**config.mk**
```make
export PLATFORM = sky130hd
export DESIGN_NAME = xor_framed_packet_receiver
export DESIGN_NICKNAME = d
export VERILOG_FILES = /design/src/design/xfpr_pkg.sv /design/src/design/xor_framed_packet_receiver.sv
export SDC_FILE = /design/constraint.sdc
export NUM_CORES = 1
export LEC_CHECK = 0
export BUFFER_PORTS_ARGS = -buffer_cell sky130_fd_sc_hd__buf_2
export CAP_MARGIN = 20
export CORE_MARGIN = 3
export CORE_UTILIZATION = 57
export DETAILED_ROUTE_END_ITERATION = 7
export MAX_ROUTING_LAYER = met4
export PLACE_DENSITY = 0.79
export SLEW_MARGIN = 40
export SYNTH_ARGS = -nofsm -noshare
export SYNTH_HDL_FRONTEND = slang
export SYNTH_SLANG_ARGS = --single-unit
```
**constraint.sdc**
```tcl
create_clock -name clk -period 2.9 [get_ports clk]
set_input_delay 0.29 -clock clk [delete_from_list [all_inputs] [get_ports clk]]
set_output_delay 0.29 -clock clk [all_outputs]
set_load 0.02 [all_outputs]
```
**src/design/xfpr_pkg.sv**
```systemverilog
// xfpr_pkg: shared types and constants for the XOR framed packet receiver.
// No dependencies; imported by xor_framed_packet_receiver.
`default_nettype none

package xfpr_pkg;

  localparam int unsigned ByteW = 8;

  typedef logic [ByteW-1:0] byte_t;

  localparam logic CfgIdxStartByte = 1'b0;
  localparam logic CfgIdxMaxLength = 1'b1;

  localparam byte_t StartByteReset = 8'h53;
  localparam byte_t MaxLengthReset = 8'd32;

  localparam logic KindData     = 1'b0;
  localparam logic KindFrameEnd = 1'b1;

  typedef enum logic [5:0] {
    PH_HUNT = 6'b000001,
    PH_SEQ  = 6'b000010,
    PH_CMD  = 6'b000100,
    PH_LEN  = 6'b001000,
    PH_DATA = 6'b010000,
    PH_XOR  = 6'b100000
  } phase_t;

  typedef struct packed {
    logic  kind;
    byte_t seq_num;
    byte_t command_code;
    byte_t payload_length;
    byte_t data_byte;
    byte_t data_index;
    logic  checksum_ok;
  } result_t;

endpackage

`default_nettype wire

```
**src/design/xor_framed_packet_receiver.sv**
```systemverilog
// xor_framed_packet_receiver: deframes a length-prefixed byte stream with an XOR check.
// Depends on xfpr_pkg for types, phase codes and register indexes.
`default_nettype none

// Usage:
//   Input channel rx_valid/rx_ready/rx_byte carries one received byte per transaction.
//   Output channel out_valid/out_ready carries one result per data byte (kind 0,
//   with data_byte and data_index) and one frame-end summary per frame (kind 1,
//   with checksum_ok); header bytes, the start byte and dropped frames give none.
//   A frame is start byte, sequence, command, length, data bytes, XOR byte.
//   Lengths above max_length drop the frame and the receiver hunts again.
//   Latency: a result appears in the cycle after its byte is accepted.
//   Throughput: one byte per cycle unless stalled; output register is the only stage.
//   rx_ready is high whenever the output register is empty or being taken,
//   so a stalled receiver holds one result and stops input after that.
//   cfg_we writes start_byte (index 0) or max_length (index 1) at once.
//   Reset (rst, synchronous): start_byte 0x53, max_length 32, hunting,
//   header holds, byte count and running XOR cleared, output empty.

module xor_framed_packet_receiver (
  input  wire logic           clk,
  input  wire logic           rst,
  input  wire logic           cfg_we,
  input  wire logic           cfg_index,
  input  wire xfpr_pkg::byte_t cfg_data,
  input  wire logic           rx_valid,
  output logic                rx_ready,
  input  wire xfpr_pkg::byte_t rx_byte,
  output logic                out_valid,
  input  wire logic           out_ready,
  output logic                kind,
  output xfpr_pkg::byte_t     seq_num,
  output xfpr_pkg::byte_t     command_code,
  output xfpr_pkg::byte_t     payload_length,
  output xfpr_pkg::byte_t     data_byte,
  output xfpr_pkg::byte_t     data_index,
  output logic                checksum_ok
);
  import xfpr_pkg::*;

  byte_t   start_byte;
  byte_t   max_length;
  phase_t  phase, phase_next;
  byte_t   seq_hold, seq_hold_next;
  byte_t   command_hold, command_hold_next;
  byte_t   length_hold, length_hold_next;
  byte_t   byte_count, byte_count_next;
  byte_t   running_xor, running_xor_next;
  result_t result, result_next;
  logic    emit;
  logic    accept;

  assign rx_ready = !out_valid || out_ready;
  assign accept   = rx_valid && rx_ready;

  always_comb begin
    phase_next        = phase;
    seq_hold_next     = seq_hold;
    command_hold_next = command_hold;
    length_hold_next  = length_hold;
    byte_count_next   = byte_count;
    running_xor_next  = running_xor;
    emit              = 1'b0;
    result_next       = '{kind: KindData, seq_num: seq_hold, command_code: command_hold,
                          payload_length: length_hold, data_byte: '0, data_index: '0,
                          checksum_ok: 1'b0};
    unique case (phase)
      PH_SEQ: begin
        seq_hold_next    = rx_byte;
        running_xor_next = running_xor ^ rx_byte;
        phase_next       = PH_CMD;
      end
      PH_CMD: begin
        command_hold_next = rx_byte;
        running_xor_next  = running_xor ^ rx_byte;
        phase_next        = PH_LEN;
      end
      PH_LEN: begin
        if (rx_byte > max_length) begin
          phase_next = PH_HUNT;
        end else begin
          length_hold_next = rx_byte;
          running_xor_next = running_xor ^ rx_byte;
          phase_next       = (rx_byte != '0) ? PH_DATA : PH_XOR;
        end
      end
      PH_DATA: begin
        emit                   = 1'b1;
        result_next.data_byte  = rx_byte;
        result_next.data_index = byte_count;
        running_xor_next       = running_xor ^ rx_byte;
        byte_count_next        = byte_count + 8'd1;
        if (byte_count_next >= length_hold) begin
          phase_next = PH_XOR;
        end
      end
      PH_XOR: begin
        emit                    = 1'b1;
        result_next.kind        = KindFrameEnd;
        result_next.checksum_ok = (rx_byte == running_xor);
        phase_next              = PH_HUNT;
      end
      default: begin
        if (rx_byte == start_byte) begin
          byte_count_next  = '0;
          running_xor_next = rx_byte;
          phase_next       = PH_SEQ;
        end else begin
          phase_next = PH_HUNT;
        end
      end
    endcase
  end

  always_ff @(posedge clk) begin
    if (rst) begin
      start_byte <= StartByteReset;
      max_length <= MaxLengthReset;
    end else if (cfg_we) begin
      unique case (cfg_index)
        CfgIdxStartByte: start_byte <= cfg_data;
        CfgIdxMaxLength: max_length <= cfg_data;
        default: ;
      endcase
    end
  end

  always_ff @(posedge clk) begin
    if (rst) begin
      phase        <= PH_HUNT;
      seq_hold     <= '0;
      command_hold <= '0;
      length_hold  <= '0;
      byte_count   <= '0;
      running_xor  <= '0;
    end else if (accept) begin
      phase        <= phase_next;
      seq_hold     <= seq_hold_next;
      command_hold <= command_hold_next;
      length_hold  <= length_hold_next;
      byte_count   <= byte_count_next;
      running_xor  <= running_xor_next;
    end
  end

  always_ff @(posedge clk) begin
    if (rst) begin
      out_valid <= 1'b0;
    end else if (rx_ready) begin
      out_valid <= accept && emit;
    end
  end

  always_ff @(posedge clk) begin
    if (accept && emit) begin
      result <= result_next;
    end
  end

  assign kind           = result.kind;
  assign seq_num        = result.seq_num;
  assign command_code   = result.command_code;
  assign payload_length = result.payload_length;
  assign data_byte      = result.data_byte;
  assign data_index     = result.data_index;
  assign checksum_ok    = result.checksum_ok;

endmodule

`default_nettype wire
```
==> impl_results.md <==
* Outcome: finished clean
* Iter 0 DRT Violations at 221
* H-Tree Depth at 3
* Vias in the first global route at between 3000 and 4000
* Worst-case clock buffer depth at 2
* Setup violators final at 0
* Crit path from: byte_count[0]
* CTS Buf Count at 9
* Peak VDD IR at about 260 uV
* I/O pin cnt at 66
* Cell variety after synth at 48
* Async SR Flop Fraction at 0%
* Post-Synthesis Cells at 458
* Pin count of the biggest net entering global routing at 43
* CP Launch Type: flop
* Clk slew on worst S/H paths at approximately 0.10 ns
* Post-synthesis sequential area ratio at between 50% and 60%
* Tcrit/Tclk final at between 90% and 100%
* Synth area leader: dfxtp_1
* Leakage at 2.128 nW
* CP arrival at between 3 and 4 ns
* Crit path max fanout at 9
* DRC at 0
* Post-synth top area share at 25.98%
* Nets@finish at around 550
* Die area at approximately 9700 um^2
* DP Wirelength at around 7.2 mm
* WP data required at 3.20 ns
* Power density cells at just under 500 nW/um^2
* CP Capture Point: phase[2]
* Final Skew at 0.007008 ns
* Core region area at just over 8000 um^2
* Row count at 33
* Most used DFF post-synth: dfxtp_1
* # Post-CTS Setup Buffers at 0
* Initial Util at 58.79%
* Root buf cell: clkbuf_8
* Worst hold slack at around 0.15 ns
* Worst slew pin tran at 0.7975 ns
* Worst Path Class, Setup: flop to flop
* Ant diodes at 0
* R2R Setup Slk at roughly 0.20 ns
* CTS tree: yes
* Synthesized flop and latch total at between 100 and 150
* WL/cell at roughly 16 um
* Worst rel slew slack at a little under half
* Area delta synth->final at 13.14%
* Final Max Slew Viols at 0
* CP endpoint kind: flop
* Most frequent cells after synthesis: 63 x dfxtp_1, 42 x edfxtp_1, 39 x nor2_1
* Final setup TNS at 0 ns
* Layout cells sized above 1 at 19.88%
* Most instantiated library cell after synthesis: dfxtp_1
* CTS Hold Buffers Added at 0
* Syn. warnings at 0
* Syn Nets at between 400 and 500
* RSZ-0062 raised after global routing: no
* Grt total ovfl at 0
* Max frequency at 0.3698 GHz
* Clk sinks at between 100 and 150
* Avg Cell Area, Syn at around 11 um^2
* Synthesized area at about 4900 um^2
* Routed vias/inst at 5.849
* Tmin final at 2.704 ns
* DR pass1 iterations at 5
* Via count at ~3600
* Layout filler cell count at 663
* Skew-Pair Late Insertion Delay at 0.37 ns
* I/O Buffers at 65
* PostCTS Resize Cnt at 0
* WL final at between 10 and 15 mm
* Wire length of the first global-routing pass at approximately 17 mm
* Antenna-violating nets left at 0
* Final Util at around 67%
* RR Endpoint: phase[2]
* Post-synth EDFFs at 42
* R2R Path Start: byte_count[0]
* Height of the die at ~98 um
* Hold Vio Cnt, Final at 0
* Max_cap viols at 0
* Synth top area cells: dfxtp_1 26%, edfxtp_1 26%, mux2i_1 4.5%
* All-Layer GR Usage at about 22%
* Routability Congestion at 0.8420
* FF-to-FF path depth at 10
* Antenna violations before repair at 0
* Die width at between 90 and 100 um
* HP Class: input pin to flop
==> layer usage <==
metal	wire [um]	global-route usage [%]	vias to the layer above
met5	0	-	-
met4	268	8.508	0
met3	653	4.714	27
met2	4918	36.35	137
met1	4394	27.46	1706
li1	-	-	1774
==> through the flow <==
stage	power [mW]	cells	cell area (um^2)	worst slack (ns)
3_3_place_gp	1.752	607	5260	0.2635
6_report	2.729	623	5493	0.1960
2_1_floorplan	1.699	458	4855	0.2235
3_5_place_dp	1.759	607	5263	0.1320
5_1_grt	2.820	623	5493	0.005064
4_1_cts	2.735	623	5487	0.1118
==> report_power, final <==
group	internal [mW]	switching, mW
clock network	0.494	0.506
logic	0.0691	0.111
registers	1.54	0.00995
total	2.10	0.627
==> final cells by class <==
type | count | area [um^2] | area share (%)
repair buffers | 77 | 427.9 | 7.790
clock inverters | 7 | 100.1 | 1.822
flip-flops and latches | 105 | 2522 | 45.92
clock buffers | 9 | 123.9 | 2.255
multi-input cells | 300 | 2112 | 38.45
well taps | 105 | 131.4 | 2.392
inverters | 20 | 75.07 | 1.367
==> worst max-delay path, stage by stage (launching register included) <==
cell	delay [ns]
dfxtp_1	0.43
nand3_1	0.14
nor2_1	0.22
nand3_1	0.13
xnor2_1	0.17
ha_1	0.33
inv_1	0.05
o21ai_0	0.32
o41ai_4	0.17
or4bb_1	0.55
a21oi_1	0.14
==> placed cells by master, fill, tap and decap left out, types with 3 or more instances in the layout <==
cell	Yosys	routed
dfxtp_1	63	63
and3_1	3	3
nand3_1	20	20
nand3b_1	7	7
nor3_1	4	3
nor2_1	39	39
a22oi_1	7	7
nor4_1	5	5
nand2_1	20	20
edfxtp_1	42	42
o21ai_0	3	3
mux2i_1	22	22
nor2b_1	4	3
o31ai_1	17	17
buf_4	0	11
buf_2	6	65
o21a_1	9	9
xor2_1	4	4
a211o_1	3	3
o31a_1	11	10
and2_1	16	16
nand4_1	14	14
a21oi_1	27	27
clkbuf_8	0	9
xnor2_1	19	19
ha_1	17	17
inv_1	19	19
nand4b_1	3	3
nor4b_1	6	6
==> logic make-up (layout without fill, tap and decap cells) <==
group / after synthesis / after routing / synth area share [%]
AND/OR/NAND/NOR: 152 / 152 / 17.32
flip-flops: 105 / 105 / 51.96
AO/OA/AOI/OAI: 86 / 86 / 12.94
buffers and inverters: 53 / 113 / 4.716
XOR/XNOR: 23 / 23 / 4.149
multiplexers: 22 / 22 / 4.536
adder cells (fa/ha/maj): 17 / 17 / 4.381
==> how the worst min path moves through the flow <==
stage,endpoint,start,cells after the start,slack [ns]
after detailed placement,command_code[2],command_hold[2],0,0.42
after global placement,command_code[5],command_hold[5],0,0.42
after floorplan,start_byte[0],cfg_data[0],1,0.41
after global routing,start_byte[1],cfg_data[1],2,0.14
after CTS,start_byte[0],cfg_data[0],2,0.14
final,start_byte[1],cfg_data[1],2,0.15
Note: power is estimated with default switching activity, not from simulation.
